==> src/hdl/pngr_pkg.sv <==
// Shared types, widths and register codes for the peak normalize and gain ramp block.
`timescale 1ns / 1ps

package pngr_pkg;

   // Field and datapath widths.
   localparam int SAMPLE_BITS    = 24;
   localparam int GAIN_BITS      = 24;
   localparam int PEAK_BITS      = SAMPLE_BITS - 1;
   localparam int LEN_BITS       = 17;
   localparam int CHAN_CNT_BITS  = 2;
   localparam int FRAC_BITS      = 16;
   localparam int DIV_BITS       = 40;
   localparam int DIVISOR_BITS   = 23;
   localparam int ACC_BITS       = 42;
   localparam int CSR_IDX_BITS   = 3;
   localparam int CSR_DATA_BITS  = 24;
   localparam int MAX_FRAMES_DEF = 65536;

   typedef logic signed [SAMPLE_BITS-1:0] sample_type;
   typedef logic [GAIN_BITS-1:0]          gain_type;
   typedef logic [PEAK_BITS-1:0]          peak_type;
   typedef logic [DIV_BITS-1:0]           dividend_type;
   typedef logic [DIVISOR_BITS-1:0]       divisor_type;
   typedef logic [CSR_IDX_BITS-1:0]       csr_idx_type;
   typedef logic [CSR_DATA_BITS-1:0]      csr_data_type;

   // Gain of exactly 1.0 and the largest gain, both Q8.16.
   localparam gain_type GAIN_ONE = gain_type'(1) << FRAC_BITS;
   localparam gain_type GAIN_MAX = '1;

   // Numerator of the normalize reciprocal: 1.0 in Q1.23 times 1.0 in Q8.16.
   localparam dividend_type RECIP_NUM = dividend_type'(1) << (SAMPLE_BITS - 1 + FRAC_BITS);

   // Configuration register indexes.
   localparam csr_idx_type CSR_GAIN_MODE     = 3'd0;
   localparam csr_idx_type CSR_START_GAIN    = 3'd1;
   localparam csr_idx_type CSR_END_GAIN      = 3'd2;
   localparam csr_idx_type CSR_PEAK_FLOOR    = 3'd3;
   localparam csr_idx_type CSR_SEL_LENGTH    = 3'd4;
   localparam csr_idx_type CSR_CHANNEL_COUNT = 3'd5;

   // Start command for the shared divider.
   typedef struct packed {
      logic         start;
      dividend_type dividend;
      divisor_type  divisor;
   } div_req_type;

   // What one lane gives after scaling.
   typedef struct packed {
      sample_type value;
      logic       clip;
   } lane_res_type;

   // Merged result of both lanes.
   typedef struct packed {
      sample_type scaled_a;
      sample_type scaled_b;
      logic       clipped;
   } frame_res_type;

endpackage

==> src/hdl/pngr_ifs.sv <==
// Handshake interfaces for the request, response and register write channels.
`timescale 1ns / 1ps

interface pngr_req_if import pngr_pkg::*; ();
   logic       valid;
   logic       ready;
   logic       req_type;
   sample_type sample_a;
   sample_type sample_b;
   logic       frame_last;

   modport source (output valid, req_type, sample_a, sample_b, frame_last, input ready);
   modport sink (input valid, req_type, sample_a, sample_b, frame_last, output ready);
   modport monitor (input valid, ready, req_type, sample_a, sample_b, frame_last);
endinterface

interface pngr_rsp_if import pngr_pkg::*; ();
   logic       valid;
   logic       ready;
   sample_type scaled_a;
   sample_type scaled_b;
   logic       clipped;
   logic       pass_end;

   modport source (output valid, scaled_a, scaled_b, clipped, pass_end, input ready);
   modport sink (input valid, scaled_a, scaled_b, clipped, pass_end, output ready);
   modport monitor (input valid, ready, scaled_a, scaled_b, clipped, pass_end);
endinterface

interface pngr_csr_if import pngr_pkg::*; ();
   logic         valid;
   logic         ready;
   csr_idx_type  index;
   csr_data_type data;

   modport source (output valid, index, data, input ready);
   modport sink (input valid, index, data, output ready);
   modport monitor (input valid, ready, index, data);
endinterface

==> src/hdl/pngr_lane.sv <==
// One channel lane: absolute value for the peak scan and a registered gain multiply.
`timescale 1ns / 1ps

module pngr_lane import pngr_pkg::*; (
   input  logic         clock,
   input  sample_type   sample,
   input  logic         active,
   input  gain_type     gain,
   input  logic         load,
   output peak_type     mag,
   output lane_res_type res
);

   localparam int PROD_BITS = SAMPLE_BITS + GAIN_BITS + 1;
   localparam logic signed [PROD_BITS-1:0] S_MAX =
      PROD_BITS'((64'sd1 <<< (SAMPLE_BITS - 1)) - 64'sd1);
   localparam logic signed [PROD_BITS-1:0] S_MIN = -S_MAX - PROD_BITS'(1);
   localparam logic signed [PROD_BITS-1:0] ROUND_BIAS =
      PROD_BITS'(1) << (FRAC_BITS - 1);

   logic signed [PROD_BITS-1:0] prod_ff;
   logic signed [PROD_BITS-1:0] prod_in;
   logic signed [PROD_BITS-1:0] rnd;
   logic [SAMPLE_BITS-1:0]      abs_raw;

   // Magnitude of the sample; full negative scale saturates to the largest positive.
   always_comb begin
      abs_raw = sample[SAMPLE_BITS-1] ? (~sample + 1'b1) : sample;
      if (!active) begin
         mag = '0;
      end else if (abs_raw[SAMPLE_BITS-1]) begin
         mag = '1;
      end else begin
         mag = abs_raw[PEAK_BITS-1:0];
      end
   end

   // Product of Q1.23 sample and unsigned Q8.16 gain.
   assign prod_in = load ? PROD_BITS'(sample) * $signed(PROD_BITS'(gain)) : prod_ff;

   always_ff @(posedge clock) begin
      prod_ff <= prod_in;
   end

   // Round to nearest with ties up, then saturate to the sample range.
   always_comb begin
      rnd       = (prod_ff + ROUND_BIAS) >>> FRAC_BITS;
      res.value = rnd[SAMPLE_BITS-1:0];
      res.clip  = 1'b0;
      if (rnd > S_MAX) begin
         res.value = S_MAX[SAMPLE_BITS-1:0];
         res.clip  = 1'b1;
      end else if (rnd < S_MIN) begin
         res.value = S_MIN[SAMPLE_BITS-1:0];
         res.clip  = 1'b1;
      end
      if (!active) begin
         res = '0;
      end
   end

endmodule

==> src/hdl/pngr_merge.sv <==
// Merging stage: folds the lane magnitudes into the peak and joins the lane results.
`timescale 1ns / 1ps

module pngr_merge import pngr_pkg::*; (
   input  peak_type      base_peak,
   input  peak_type      mag_a,
   input  peak_type      mag_b,
   input  lane_res_type  res_a,
   input  lane_res_type  res_b,
   input  logic          gain_clip,
   output peak_type      new_peak,
   output frame_res_type frame
);

   peak_type lane_max;

   // Largest of the running peak and both lane magnitudes.
   always_comb begin
      lane_max = (mag_a > mag_b) ? mag_a : mag_b;
      new_peak = (lane_max > base_peak) ? lane_max : base_peak;
   end

   // Any saturation in a lane or in the gain marks the frame as clipped.
   always_comb begin
      frame.scaled_a = res_a.value;
      frame.scaled_b = res_b.value;
      frame.clipped  = res_a.clip | res_b.clip | gain_clip;
   end

endmodule

==> src/hdl/pngr_div.sv <==
// Shared restoring divider, one quotient bit per cycle.
`timescale 1ns / 1ps

module pngr_div import pngr_pkg::*; (
   input  logic         clock,
   input  logic         reset,
   input  div_req_type  req,
   output logic         done,
   output dividend_type quotient
);

   localparam int CNT_BITS = $clog2(DIV_BITS);
   localparam logic [CNT_BITS-1:0] CNT_LAST = CNT_BITS'(DIV_BITS - 1);

   logic                    busy_ff, busy_in;
   logic                    done_ff, done_in;
   logic [CNT_BITS-1:0]     cnt_ff, cnt_in;
   divisor_type             rem_ff, rem_in;
   divisor_type             dsr_ff, dsr_in;
   dividend_type            quo_ff, quo_in;
   logic [DIVISOR_BITS:0]   trial;
   logic [DIVISOR_BITS:0]   diff;
   logic                    fits;

   // Shift in the next dividend bit and subtract the divisor where it fits.
   always_comb begin
      trial   = {rem_ff, quo_ff[DIV_BITS-1]};
      diff    = trial - {1'b0, dsr_ff};
      fits    = trial >= {1'b0, dsr_ff};
      busy_in = busy_ff;
      done_in = 1'b0;
      cnt_in  = cnt_ff;
      rem_in  = rem_ff;
      dsr_in  = dsr_ff;
      quo_in  = quo_ff;
      if (req.start) begin
         busy_in = 1'b1;
         cnt_in  = '0;
         rem_in  = '0;
         dsr_in  = req.divisor;
         quo_in  = req.dividend;
      end else if (busy_ff) begin
         rem_in = fits ? diff[DIVISOR_BITS-1:0] : trial[DIVISOR_BITS-1:0];
         quo_in = {quo_ff[DIV_BITS-2:0], fits};
         cnt_in = cnt_ff + 1'b1;
         if (cnt_ff == CNT_LAST) begin
            busy_in = 1'b0;
            done_in = 1'b1;
         end
      end
   end

   always_ff @(posedge clock) begin
      if (reset) begin
         busy_ff <= 1'b0;
         done_ff <= 1'b0;
      end else begin
         busy_ff <= busy_in;
         done_ff <= done_in;
      end
      cnt_ff <= cnt_in;
      rem_ff <= rem_in;
      dsr_ff <= dsr_in;
      quo_ff <= quo_in;
   end

   assign done     = done_ff;
   assign quotient = quo_ff;

endmodule

==> src/hdl/peak_normalize_gain_ramp.sv <==
// Top level of the peak normalize and linear gain ramp block.
//
//  channel   direction  carries                                      takes a request when
//  req_chan  in         req_type, sample_a, sample_b, frame_last     valid and ready
//  rsp_chan  out        scaled_a, scaled_b, clipped, pass_end        valid and ready
//  csr_chan  in         index, data (register write)                 valid (ready is held high)
//
// A scan request passes through ST_PREP; an apply request passes through ST_PREP, ST_MUL and
// ST_OUT; one request at a time. An apply request that starts a pass also runs the step
// division in ST_STEP unless the length is zero, in either mode. In normalize mode an apply
// request also runs the reciprocal division in ST_RECIP after any scan request or register
// write, unless peak and floor are both zero. A full response register stalls only ST_OUT.
// Synchronous reset restores the register defaults and ends any pass; no clearing pass.
`timescale 1ns / 1ps

module peak_normalize_gain_ramp import pngr_pkg::*; #(
   parameter int MAX_FRAMES = MAX_FRAMES_DEF
) (
   input logic       clock,
   input logic       reset,
   pngr_req_if.sink  req_chan,
   pngr_rsp_if.source rsp_chan,
   pngr_csr_if.sink  csr_chan
);

   localparam int FP_BITS  = $clog2(MAX_FRAMES + 1);
   localparam int CMP_BITS = (FP_BITS > LEN_BITS) ? FP_BITS : LEN_BITS;
   localparam logic [CMP_BITS-1:0] MAX_C  = CMP_BITS'(MAX_FRAMES);
   localparam logic [FP_BITS-1:0]  FP_MAX = FP_BITS'(MAX_FRAMES);

   localparam logic [2:0] ST_IDLE  = 3'd0;
   localparam logic [2:0] ST_PREP  = 3'd1;
   localparam logic [2:0] ST_STEP  = 3'd2;
   localparam logic [2:0] ST_RECIP = 3'd3;
   localparam logic [2:0] ST_MUL   = 3'd4;
   localparam logic [2:0] ST_OUT   = 3'd5;

   // Sequencer and captured request.
   logic [2:0]           state_ff, state_in;
   logic                 is_apply_ff, is_apply_in;
   sample_type           samp_a_ff, samp_a_in;
   sample_type           samp_b_ff, samp_b_in;
   logic                 last_ff, last_in;

   // Configuration registers.
   logic                 gain_mode_ff, gain_mode_in;
   gain_type             start_gain_ff, start_gain_in;
   gain_type             end_gain_ff, end_gain_in;
   peak_type             peak_floor_ff, peak_floor_in;
   logic [LEN_BITS-1:0]  sel_len_ff, sel_len_in;
   logic [CHAN_CNT_BITS-1:0] chan_cnt_ff, chan_cnt_in;

   // Pass state.
   peak_type             peak_ff, peak_in;
   logic [FP_BITS-1:0]   frame_pos_ff, frame_pos_in;
   logic signed [ACC_BITS-1:0] acc_ff, acc_in;
   logic signed [ACC_BITS-1:0] step_ff, step_in;
   logic                 pass_active_ff, pass_active_in;
   gain_type             recip_ff, recip_in;
   logic                 recip_clip_ff, recip_clip_in;
   logic                 recip_valid_ff, recip_valid_in;
   logic                 gclip_ff, gclip_in;

   // Response register.
   logic                 rsp_valid_ff, rsp_valid_in;
   frame_res_type        rsp_frame_ff, rsp_frame_in;
   logic                 rsp_end_ff, rsp_end_in;

   // Datapath signals.
   logic                 two_chan;
   peak_type             eff_peak;
   logic [CMP_BITS-1:0]  sel_c;
   logic [CMP_BITS-1:0]  len_c;
   logic                 diff_neg;
   gain_type             diff_mag;
   logic                 need_recip;
   logic [FP_BITS-1:0]   fp_base;
   logic [FP_BITS-1:0]   fp_next;
   logic [ACC_BITS-FRAC_BITS-2:0] acc_gain;
   gain_type             gain_sel;
   logic                 gain_clip_sel;
   peak_type             base_peak;
   peak_type             mag_a, mag_b, new_peak;
   lane_res_type         res_a, res_b;
   frame_res_type        merged;
   div_req_type          div_req;
   logic                 div_done;
   dividend_type         div_quo;
   logic                 rsp_free;

   // Effective length, channel mode and fade difference.
   always_comb begin
      two_chan = chan_cnt_ff[1];
      eff_peak = (peak_ff > peak_floor_ff) ? peak_ff : peak_floor_ff;
      sel_c    = CMP_BITS'(sel_len_ff);
      len_c    = (sel_c > MAX_C) ? MAX_C : sel_c;
      diff_neg = end_gain_ff < start_gain_ff;
      diff_mag = diff_neg ? (start_gain_ff - end_gain_ff) : (end_gain_ff - start_gain_ff);
      need_recip = gain_mode_ff && (eff_peak != '0) && !recip_valid_ff;
      fp_base  = pass_active_ff ? frame_pos_ff : '0;
      fp_next  = (fp_base < FP_MAX) ? (fp_base + 1'b1) : fp_base;
      base_peak = pass_active_ff ? peak_ff : '0;
      rsp_free = !rsp_valid_ff || rsp_chan.ready;
   end

   // Gain for the current apply frame.
   always_comb begin
      acc_gain      = acc_ff[ACC_BITS-2:FRAC_BITS];
      gain_sel      = GAIN_ONE;
      gain_clip_sel = 1'b0;
      if (gain_mode_ff) begin
         if (eff_peak != '0) begin
            gain_sel      = recip_ff;
            gain_clip_sel = recip_clip_ff;
         end
      end else if (acc_ff[ACC_BITS-1]) begin
         gain_sel = '0;
      end else if (acc_gain > (ACC_BITS-FRAC_BITS-1)'(GAIN_MAX)) begin
         gain_sel      = GAIN_MAX;
         gain_clip_sel = 1'b1;
      end else begin
         gain_sel = acc_gain[GAIN_BITS-1:0];
      end
   end

   // Two lanes, one per channel, and the merging stage.
   pngr_lane u_lane_a (
      .clock  (clock),
      .sample (samp_a_ff),
      .active (1'b1),
      .gain   (gain_sel),
      .load   (state_ff == ST_MUL),
      .mag    (mag_a),
      .res    (res_a)
   );

   pngr_lane u_lane_b (
      .clock  (clock),
      .sample (samp_b_ff),
      .active (two_chan),
      .gain   (gain_sel),
      .load   (state_ff == ST_MUL),
      .mag    (mag_b),
      .res    (res_b)
   );

   pngr_merge u_merge (
      .base_peak (base_peak),
      .mag_a     (mag_a),
      .mag_b     (mag_b),
      .res_a     (res_a),
      .res_b     (res_b),
      .gain_clip (gclip_ff),
      .new_peak  (new_peak),
      .frame     (merged)
   );

   pngr_div u_div (
      .clock    (clock),
      .reset    (reset),
      .req      (div_req),
      .done     (div_done),
      .quotient (div_quo)
   );

   // Next-state logic for the sequencer, configuration and pass state.
   always_comb begin
      state_in       = state_ff;
      is_apply_in    = is_apply_ff;
      samp_a_in      = samp_a_ff;
      samp_b_in      = samp_b_ff;
      last_in        = last_ff;
      gain_mode_in   = gain_mode_ff;
      start_gain_in  = start_gain_ff;
      end_gain_in    = end_gain_ff;
      peak_floor_in  = peak_floor_ff;
      sel_len_in     = sel_len_ff;
      chan_cnt_in    = chan_cnt_ff;
      peak_in        = peak_ff;
      frame_pos_in   = frame_pos_ff;
      acc_in         = acc_ff;
      step_in        = step_ff;
      pass_active_in = pass_active_ff;
      recip_in       = recip_ff;
      recip_clip_in  = recip_clip_ff;
      recip_valid_in = recip_valid_ff;
      gclip_in       = gclip_ff;
      rsp_valid_in   = rsp_valid_ff;
      rsp_frame_in   = rsp_frame_ff;
      rsp_end_in     = rsp_end_ff;
      div_req        = '0;

      // Register writes; any write may move the floor, so drop the cached reciprocal.
      if (csr_chan.valid) begin
         recip_valid_in = 1'b0;
         case (csr_chan.index)
            CSR_GAIN_MODE:     gain_mode_in  = csr_chan.data[0];
            CSR_START_GAIN:    start_gain_in = csr_chan.data[GAIN_BITS-1:0];
            CSR_END_GAIN:      end_gain_in   = csr_chan.data[GAIN_BITS-1:0];
            CSR_PEAK_FLOOR:    peak_floor_in = csr_chan.data[PEAK_BITS-1:0];
            CSR_SEL_LENGTH:    sel_len_in    = csr_chan.data[LEN_BITS-1:0];
            CSR_CHANNEL_COUNT: chan_cnt_in   = csr_chan.data[CHAN_CNT_BITS-1:0];
            default: begin
            end
         endcase
      end

      // The response register empties when the sink takes it.
      if (rsp_valid_ff && rsp_chan.ready) begin
         rsp_valid_in = 1'b0;
      end

      case (state_ff)
         ST_IDLE: begin
            if (req_chan.valid) begin
               is_apply_in = req_chan.req_type;
               samp_a_in   = req_chan.sample_a;
               samp_b_in   = req_chan.sample_b;
               last_in     = req_chan.frame_last;
               state_in    = ST_PREP;
            end
         end
         ST_PREP: begin
            if (!is_apply_ff) begin
               // Scan frame: fold the lane magnitudes into the peak.
               peak_in        = new_peak;
               frame_pos_in   = fp_next;
               pass_active_in = !last_ff;
               recip_valid_in = 1'b0;
               state_in       = ST_IDLE;
            end else begin
               // Apply frame: a new pass loads the ramp and, for a nonzero length, divides for its step.
               if (!pass_active_ff) begin
                  acc_in         = ACC_BITS'(start_gain_ff) <<< FRAC_BITS;
                  step_in        = '0;
                  frame_pos_in   = '0;
                  pass_active_in = 1'b1;
               end
               if (!pass_active_ff && (len_c != '0)) begin
                  div_req.start    = 1'b1;
                  div_req.dividend = {diff_mag, FRAC_BITS'(0)};
                  div_req.divisor  = DIVISOR_BITS'(len_c[LEN_BITS-1:0]);
                  state_in         = ST_STEP;
               end else if (need_recip) begin
                  div_req.start    = 1'b1;
                  div_req.dividend = RECIP_NUM;
                  div_req.divisor  = DIVISOR_BITS'(eff_peak);
                  state_in         = ST_RECIP;
               end else begin
                  state_in = ST_MUL;
               end
            end
         end
         ST_STEP: begin
            if (div_done) begin
               step_in = diff_neg ? -$signed(ACC_BITS'(div_quo)) : $signed(ACC_BITS'(div_quo));
               if (need_recip) begin
                  div_req.start    = 1'b1;
                  div_req.dividend = RECIP_NUM;
                  div_req.divisor  = DIVISOR_BITS'(eff_peak);
                  state_in         = ST_RECIP;
               end else begin
                  state_in = ST_MUL;
               end
            end
         end
         ST_RECIP: begin
            if (div_done) begin
               if (div_quo > DIV_BITS'(GAIN_MAX)) begin
                  recip_in      = GAIN_MAX;
                  recip_clip_in = 1'b1;
               end else begin
                  recip_in      = div_quo[GAIN_BITS-1:0];
                  recip_clip_in = 1'b0;
               end
               recip_valid_in = 1'b1;
               state_in       = ST_MUL;
            end
         end
         ST_MUL: begin
            gclip_in = gain_clip_sel;
            state_in = ST_OUT;
         end
         ST_OUT: begin
            // Deliver the scaled frame and advance the ramp.
            if (rsp_free) begin
               rsp_valid_in = 1'b1;
               rsp_frame_in = merged;
               rsp_end_in   = last_ff;
               if (CMP_BITS'(frame_pos_ff) < len_c) begin
                  acc_in = acc_ff + step_ff;
               end
               frame_pos_in   = fp_next;
               pass_active_in = !last_ff;
               state_in       = ST_IDLE;
            end
         end
         default: begin
            state_in = ST_IDLE;
         end
      endcase
   end

   always_ff @(posedge clock) begin
      if (reset) begin
         state_ff       <= ST_IDLE;
         gain_mode_ff   <= 1'b1;
         start_gain_ff  <= GAIN_ONE;
         end_gain_ff    <= GAIN_ONE;
         peak_floor_ff  <= '0;
         sel_len_ff     <= LEN_BITS'(1);
         chan_cnt_ff    <= CHAN_CNT_BITS'(2);
         peak_ff        <= '0;
         frame_pos_ff   <= '0;
         acc_ff         <= '0;
         step_ff        <= '0;
         pass_active_ff <= 1'b0;
         recip_valid_ff <= 1'b0;
         rsp_valid_ff   <= 1'b0;
      end else begin
         state_ff       <= state_in;
         gain_mode_ff   <= gain_mode_in;
         start_gain_ff  <= start_gain_in;
         end_gain_ff    <= end_gain_in;
         peak_floor_ff  <= peak_floor_in;
         sel_len_ff     <= sel_len_in;
         chan_cnt_ff    <= chan_cnt_in;
         peak_ff        <= peak_in;
         frame_pos_ff   <= frame_pos_in;
         acc_ff         <= acc_in;
         step_ff        <= step_in;
         pass_active_ff <= pass_active_in;
         recip_valid_ff <= recip_valid_in;
         rsp_valid_ff   <= rsp_valid_in;
      end
      is_apply_ff   <= is_apply_in;
      samp_a_ff     <= samp_a_in;
      samp_b_ff     <= samp_b_in;
      last_ff       <= last_in;
      recip_ff      <= recip_in;
      recip_clip_ff <= recip_clip_in;
      gclip_ff      <= gclip_in;
      rsp_frame_ff  <= rsp_frame_in;
      rsp_end_ff    <= rsp_end_in;
   end

   // Port drive.
   assign req_chan.ready    = (state_ff == ST_IDLE);
   assign csr_chan.ready    = 1'b1;
   assign rsp_chan.valid    = rsp_valid_ff;
   assign rsp_chan.scaled_a = rsp_frame_ff.scaled_a;
   assign rsp_chan.scaled_b = rsp_frame_ff.scaled_b;
   assign rsp_chan.clipped  = rsp_frame_ff.clipped;
   assign rsp_chan.pass_end = rsp_end_ff;

endmodule

==> src/flat_wrapper.sv <==
// flat-port wrapper written by rule: the top's interface ports become plain ports
module peak_normalize_gain_ramp_flat import pngr_pkg::*;
#(
   parameter int MAX_FRAMES = MAX_FRAMES_DEF
)
  (clock, reset, req_chan_valid, req_chan_req_type, req_chan_sample_a, req_chan_sample_b, req_chan_frame_last, req_chan_ready, rsp_chan_valid, rsp_chan_scaled_a, rsp_chan_scaled_b, rsp_chan_clipped, rsp_chan_pass_end, rsp_chan_ready, csr_chan_valid, csr_chan_index, csr_chan_data, csr_chan_ready);
  pngr_req_if req_chan_i ();
  pngr_rsp_if rsp_chan_i ();
  pngr_csr_if csr_chan_i ();
  input logic clock;
  input logic reset;
  input wire logic [$bits(req_chan_i.valid)-1:0] req_chan_valid;
  input wire logic [$bits(req_chan_i.req_type)-1:0] req_chan_req_type;
  input wire logic [$bits(req_chan_i.sample_a)-1:0] req_chan_sample_a;
  input wire logic [$bits(req_chan_i.sample_b)-1:0] req_chan_sample_b;
  input wire logic [$bits(req_chan_i.frame_last)-1:0] req_chan_frame_last;
  output wire logic [$bits(req_chan_i.ready)-1:0] req_chan_ready;
  output wire logic [$bits(rsp_chan_i.valid)-1:0] rsp_chan_valid;
  output wire logic [$bits(rsp_chan_i.scaled_a)-1:0] rsp_chan_scaled_a;
  output wire logic [$bits(rsp_chan_i.scaled_b)-1:0] rsp_chan_scaled_b;
  output wire logic [$bits(rsp_chan_i.clipped)-1:0] rsp_chan_clipped;
  output wire logic [$bits(rsp_chan_i.pass_end)-1:0] rsp_chan_pass_end;
  input wire logic [$bits(rsp_chan_i.ready)-1:0] rsp_chan_ready;
  input wire logic [$bits(csr_chan_i.valid)-1:0] csr_chan_valid;
  input wire logic [$bits(csr_chan_i.index)-1:0] csr_chan_index;
  input wire logic [$bits(csr_chan_i.data)-1:0] csr_chan_data;
  output wire logic [$bits(csr_chan_i.ready)-1:0] csr_chan_ready;
  assign req_chan_i.valid = req_chan_valid;
  assign req_chan_i.req_type = req_chan_req_type;
  assign req_chan_i.sample_a = req_chan_sample_a;
  assign req_chan_i.sample_b = req_chan_sample_b;
  assign req_chan_i.frame_last = req_chan_frame_last;
  assign req_chan_ready = req_chan_i.ready;
  assign rsp_chan_valid = rsp_chan_i.valid;
  assign rsp_chan_scaled_a = rsp_chan_i.scaled_a;
  assign rsp_chan_scaled_b = rsp_chan_i.scaled_b;
  assign rsp_chan_clipped = rsp_chan_i.clipped;
  assign rsp_chan_pass_end = rsp_chan_i.pass_end;
  assign rsp_chan_i.ready = rsp_chan_ready;
  assign csr_chan_i.valid = csr_chan_valid;
  assign csr_chan_i.index = csr_chan_index;
  assign csr_chan_i.data = csr_chan_data;
  assign csr_chan_ready = csr_chan_i.ready;
  peak_normalize_gain_ramp #(.MAX_FRAMES(MAX_FRAMES)) u_core (.clock(clock), .reset(reset), .req_chan(req_chan_i), .rsp_chan(rsp_chan_i), .csr_chan(csr_chan_i));
endmodule
==> config.mk <==
export PLATFORM = sky130hd
export DESIGN_NAME = peak_normalize_gain_ramp_flat
export DESIGN_NICKNAME = d
export VERILOG_FILES = /design/src/hdl/pngr_pkg.sv /design/src/hdl/pngr_ifs.sv /design/src/hdl/pngr_lane.sv /design/src/hdl/pngr_merge.sv /design/src/hdl/pngr_div.sv /design/src/hdl/peak_normalize_gain_ramp.sv /design/src/flat_wrapper.sv
export SDC_FILE = /design/constraint.sdc
export NUM_CORES = 2
export LEC_CHECK = 0
export BUFFER_PORTS_ARGS = -buffer_cell sky130_fd_sc_hd__buf_2
export CORE_AREA = 4 4 302 378
export CTS_CLUSTER_SIZE = 40
export DETAILED_ROUTE_END_ITERATION = 8
export DIE_AREA = 0 0 306 382
export GPL_TIMING_DRIVEN = 0
export HOLD_SLACK_MARGIN = 0.1
export PLACE_DENSITY = 0.88
export SYNTH_ARGS = -nofsm -noshare
export SYNTH_HDL_FRONTEND = slang
export SYNTH_HIERARCHICAL = 1
export SYNTH_SLANG_ARGS = --single-unit
==> constraint.sdc <==
create_clock -name clock -period 11.6 [get_ports clock]
set_input_delay 2.32 -clock clock [delete_from_list [all_inputs] [get_ports clock]]
set_output_delay 2.32 -clock clock [all_outputs]
set_load 0.01 [all_outputs]
### Yosys cells after proc, flatten, opt, wreduce, memory -nomap -nowiden

Cells that the tools add are included.

| storage, ports and cells | value |
|---|---|
| register bits | 539 |
| input bits | 82 |
| output and inout port bits | 53 |
| word-level logic and storage cells | 188 |

| cells by class | value |
|---|---|
| add/sub/neg operators | 11 |
| multiply operators | 2 |
| $lt $le $gt $ge | 14 |
| equality and inequality tests | 18 |
| mux-type cells | 70 |
| bitwise logic cells | 7 |
| reductions and logical operators | 32 |

Operator list:

| operator | number |
|---|---|
| 42-bit two-way mux | 8 |
| 64-bit two-way mux | 4 |
| 24-bit two-way mux | 8 |
| 23-bit two-way mux | 8 |
| 42-bit case mux with 2 select lines | 2 |
| 64-bit case mux with 2 select lines | 1 |
| 49-bit by 17-bit adder with 49-bit output, second input constant | 2 |
| 24-bit by 25-bit multiplier with 49-bit output | 2 |
| 17-bit two-way mux | 5 |
| 40-bit two-way mux | 2 |
| 23-bit greater-than comparator | 3 |
| 33-bit by 24-bit greater-than comparator with 1-bit output, second input constant | 2 |
| 33-bit by 24-bit < comparator with 1-bit output, second input constant | 2 |
| 25-bit two-way mux | 2 |
| 24-bit by 1-bit adder with 24-bit output, second input constant | 2 |
| 24-bit inverter | 2 |
| 24-bit subtractor | 2 |
| 42-bit adder | 1 |
| 40-bit negator with 42-bit output | 1 |
| 40-bit by 24-bit greater-than comparator with 1-bit output, second input constant | 1 |
| 17-bit case mux with 2 select lines | 1 |
| 25-bit by 24-bit greater-than comparator with 1-bit output, second input constant | 1 |
| 24-bit by 23-bit >= comparator with 1-bit output | 1 |
| 24-bit < comparator | 1 |
| other kinds (30) | 90 |

### Logic depth before layout (Yosys ltp)

| logic depth | value |
|---|---|
| word-level depth | 10 |
| gate-level depth with buffers | 39 |
| gate-level depth less buffers | 35 |

### Hierarchy

Netlist, hierarchy kept.

By module, submodules not included:

| module | instances | cells an instance | area each (um^2) | seq. area each (um^2) |
|---|---|---|---|---|
| pngr_lane at u_core.u_lane_b | 1 | 2451 | 21838.4 | 1021.0 |
| pngr_lane at u_core.u_lane_a | 1 | 2429 | 21466.8 | 1021.0 |
| peak_normalize_gain_ramp | 1 | 2417 | 20099.3 | 8187.9 |
| pngr_div | 1 | 496 | 5331.4 | 2512.4 |
| pngr_merge | 1 | 402 | 2736.4 | 0.0 |

### Worst setup path after synthesis

OpenSTA, ideal clock, no wires.

| path | value |
|---|---|
| path kind | register -> register |
| start | register u_core.peak_floor_ff[20] |
| end | register u_core.u_lane_a.prod_ff[43], data pin |
| setup time | 0.265 ns |
| data arrival time | 9.226 ns |
| data required time | 11.335 ns |
| path slack | 2.109 ns |
| stages on the path, launching flop included | 37 |
| buffers on the path | 4 |
| clock period less this slack | 9.491 ns |
| path through | dfxtp_1 inv_1 ha_1 nand4_1 nor2_1 nand3_1 inv_1 o31ai_1 nor2_1 o311ai_1 clkbuf_1 buf_1 o22ai_1 clkbuf_1 and2_1 fa_1 inv_1 fa_1 inv_1 fa_1 fa_1 fa_1 fa_1 inv_1 fa_1 inv_1 ha_1 clkbuf_1 a21oi_1 o21ai_0 a211oi_1 nor2_1 a211oi_1 a21oi_1 o21ai_0 o21ai_0 xor2_1 |

| between the ends | value |
|---|---|
| cells in the longest elaborated chain, start to end | 6 |

RTL lines:

| what | RTL line | RTL |
|---|---|---|
| from (decl) | peak_normalize_gain_ramp.sv:49 | `peak_type peak_floor_ff, peak_floor_in;` |
| from (signal assigned) | peak_normalize_gain_ramp.sv:325 | `peak_floor_ff <= peak_floor_in;` |
| 23-bit greater-than comparator | peak_normalize_gain_ramp.sv:94 | `eff_peak = (peak_ff > peak_floor_ff) ? peak_ff : peak_floor_ff;` |
| 23-bit two-way mux (*) | peak_normalize_gain_ramp.sv:94 |  |
| 23-bit nonzero test (*) | peak_normalize_gain_ramp.sv:112 | `if (eff_peak != '0) begin` |
| 24-bit two-way mux (*) | peak_normalize_gain_ramp.sv:112 |  |
| 24-bit two-way mux (*) | peak_normalize_gain_ramp.sv:111 | `if (gain_mode_ff) begin` |
| named net u_core.gain_sel[11] | peak_normalize_gain_ramp.sv:80 | `gain_type gain_sel;` |
| 24-bit by 25-bit multiplier with 49-bit output (*) | pngr_lane.sv:39 | `assign prod_in = load ? PROD_BITS'(sample) * $signed(PROD_BITS'(gain)) : prod_ff;` |
| to (signal assigned) | pngr_lane.sv:42 | `prod_ff <= prod_in;` |
| to (decl) | pngr_lane.sv:21 | `logic signed [PROD_BITS-1:0] prod_ff;` |

The timed path passes the listed nets; every way through them passes the cells marked *.
A chain may end at the register's enable or synchronous reset.

### Worst setup path in the final report

| path | value |
|---|---|
| start | register u_core.peak_floor_ff[21] |
| end | register u_core.u_lane_a.prod_ff[42], data pin |

The elaborated chain is that of the path after synthesis.

==> flow_summary_export.csv <==
group,metric,value,unit
outcome,status,"finished clean",
route,wirelength,246400,um
critical_path,reg2reg_from,"u_core/peak_floor_ff[21]",
critical_path,worstSetupPathDepth,37,
final_layout,fin_nets,10076,
clocking,cts_tree,"built",
final_layout,syn_to_final_growth,7.326,%
placement,dp_hpwl,198200,um
clocking,cts_hold_buffers,0,
critical_path,worstPathArrival,11.88,ns
timing,layout_setup_ws,0.2171,ns
placement,place_ws,-1.349,ns
synth,async_reset_ff_frac,0,
clocking,cts_root_buffer,"clkbuf_16",
synth,synth_top_cell_area_share,0.2706,
die,placeableCoreArea,0.1101,mm2
route,via_count,62070,
synth,seq_area_frac_synth,0.1783,
global_routing,grt_usage,0.4177,
synth,synth-edff-count,257,
critical_path,path_buf_inv,12,
global_routing,grt_pass1_vias,63861,
die,start_util,0.6492,
synth,synth_area,0.07147,mm2
final_layout,fin_util,0.6967,
critical_path,crit_start,"u_core/peak_floor_ff[21]",
critical_path,path_max_fanout,10,
critical_path,crit_end,"u_core/u_lane_a/prod_ff[42]",
placement,port_buffers,133,
synth,synth-main-ff-cell,"edfxtp_1",
timing,tightest_slew,1.399,ns
final_layout,fillers,8577,
timing,skew,0.06533,ns
critical_path,critical_path_required,12.09,ns
die,row_count,136,
timing,relSlewSlack,0.05845,
synth,synthTopCellsByCount,"inv_1 (1,290), nand2_1 (1,145), fa_1 (966)",
route,drtPass1Iterations,9,
critical_path,rrSetupSlack,0.22,ns
synth,syn_inst,8195,
final_layout,multi_input_area,0.05204,mm2
die,die_h,382,um
global_routing,grt_max_degree,51,
clocking,clk_pin_slew,0.07,ns
clocking,clock_latency,0.71,ns
hold_path,hold_path.class,"reg -> reg",
timing,clock.fmax,87.85,MHz
route,drtIter0Drc,6197,
timing,finalSetupViolCount,0,
critical_path,worst_setup_path_start_kind,"flop",
route,wl_per_cell,24.81,um
global_routing,antenna_found_initial,21,
final_layout,seqCellArea,0.01274,mm2
timing,period_needed,11.38,ns
critical_path,r2r_end,"u_core/u_lane_a/prod_ff[42]",
critical_path,crit_slowest_cell,"o31ai_4",
die,dieWidth,306,um
critical_path,cpPeakStageDelay,0.64,ns
route,drc,0,
placement,place_congestion,1.031,
die,num_io_pins,135,
timing,min_period_over_period,0.9813,
critical_path,end_kind,"flop",
synth,synth.most_common_cell,"inv_1",
route,routed_via_density,6.249,
critical_path,critPathKind,"reg -> reg",
timing,finalHoldViolCount,0,
synth,avgSynthCellArea,8.721,um2
clocking,cts_buffers,54,
global_routing,overflow,0,
synth,ys_top_cells_by_area,"fa_1 (27%), edfxtp_1 (11%), ha_1 (10%)",
timing,drv_slew,0,
clocking,cts.path.max_buffers,3,
synth,yosys_warnings,6,
timing,worst_hold_slack,0.4598,ns
clocking,htree_levels,2,
clocking,clock_sinks,508,
critical_path,ff2ff_path_depth,37,
global_routing,grt_pass1_wl,372000,um
final_layout,drive_gt1_frac,0.06091,
route,postRouteAntennaNets,0,
flow_run,maxCapViolCount,0,
hold_path,min_from,"u_core/start_gain_ff[23]",
critical_path,path_delay_family,"adder cells",
synth,synth_cell_types,109,
synth,synth_area_leader_cell,"fa_1",
synth,synth-seq-cells,508,
die,die-area,0.1169,mm2
[per-stage QoR]
stage,TNS (ns),std cells,instance area (um2)
6_report,0,9932,76710
2_1_floorplan,0,8214,71540
4_1_cts,0,9919,76590
3_5_place_dp,-27.86,9821,74650
5_1_grt,-0.002293,9923,76690
3_3_place_gp,-53.82,9796,74020
[state kept, by name (all words and copies together) (netlist names), 34 cells and up]
name and flops:
u_core/u_lane_a/prod_ff 34, u_core/acc_ff 42, u_core/u_div/quotient 40, u_core/step_ff 42, u_core/u_lane_b/prod_ff 34
[kinds of logic (layout without fill, tap and decap cells)]
| group | count (synthesis) | in the layout | synth area share |
|---|---|---|---|
| AND/OR/NAND/NOR | 2651 | 2651 | 0.1818 |
| XOR/XNOR | 268 | 268 | 0.03284 |
| flip-flops | 508 | 508 | 0.1783 |
| AO/OA/AOI/OAI | 1308 | 1308 | 0.1182 |
| multiplexers | 96 | 96 | 0.01428 |
| other | 2 | 32 | 0.0001051 |
| adder cells (fa/ha/maj) | 1565 | 1565 | 0.3754 |
| buffers and inverters | 1797 | 2055 | 0.09898 |
[final cells by class]
class	instances	area share
inverter	1290	0.06312
multi-input combinational	5909	0.6784
clock inverter	38	0.006002
tap	1449	0.02363
antenna	11	0.0003588
clock buffer	61	0.01851
timing repair buffer	161	0.01457
sequential	508	0.1661
buffer	505	0.02931
[worst min-delay path by stage]
stage | to | slack [ns] | depth (start not counted)
after floorplan | u_core/rsp_chan.pass_end | 0.43 | 0
after detailed placement | u_core/start_gain_ff[23] | 0.45 | 2
after global routing | u_core/rsp_chan.pass_end | 0.48 | 0
after CTS | u_core/start_gain_ff[23] | 0.46 | 2
final | u_core/start_gain_ff[23] | 0.46 | 2
after global placement | u_core/rsp_chan.pass_end | 0.43 | 0
[cells in the final DEF, fill, tap and decap left out, types with 57 or more instances in the layout]
| cell | count |
|---|---|
| nor3_1 | 87 |
| inv_1 | 1289 |
| o21ai_0 | 231 |
| nand4_1 | 73 |
| clkbuf_1 | 389 |
| fa_1 | 966 |
| nand3_1 | 132 |
| and2_1 | 593 |
| xor2_1 | 154 |
| a211oi_1 | 66 |
| nor2_1 | 270 |
| buf_2 | 154 |
| ha_1 | 599 |
| nand2b_1 | 80 |
| nand2_1 | 1145 |
| a21o_1 | 111 |
| dfxtp_1 | 251 |
| a21oi_1 | 393 |
| buf_4 | 57 |
| xnor2_1 | 114 |
| edfxtp_1 | 257 |
[what timing repair did]
item | 4_1_cts | 5_1_grt
resized for setup | 15 | 27
pin swaps | 0 | 2
setup endpoints to repair | 48 | 42
gates cloned | 0 | 0
buffers inserted | 0 | 3
[worst register-to-register path: cells and delay by family (launching register included)]
kind                       cells  cell delay, ns
adders and majority gates      9            4.31
AOI/OAI and AO/OA             10            2.78
buffers and inverters         12            1.94
and+or+nand+nor                6            1.69
DFF                            1            0.46
[per-layer routing]
| metal | wire [um] | part of all wire | up-vias | track usage |
|---|---|---|---|---|
| met2 | 112200 | 0.46 | 3850 | 0.6710 |
| li1 | - | - | 26926 | - |
| met5 | 99 | 0.00040 | - | 0 |
| met3 | 25900 | 0.11 | 1206 | 0.1047 |
| met4 | 24800 | 0.10 | 14 | 0.3268 |
| met1 | 83370 | 0.34 | 30074 | 0.4776 |
Power is not shown: default switching activity piles up to over one toggle a cycle in this logic, so the estimate is an artifact.
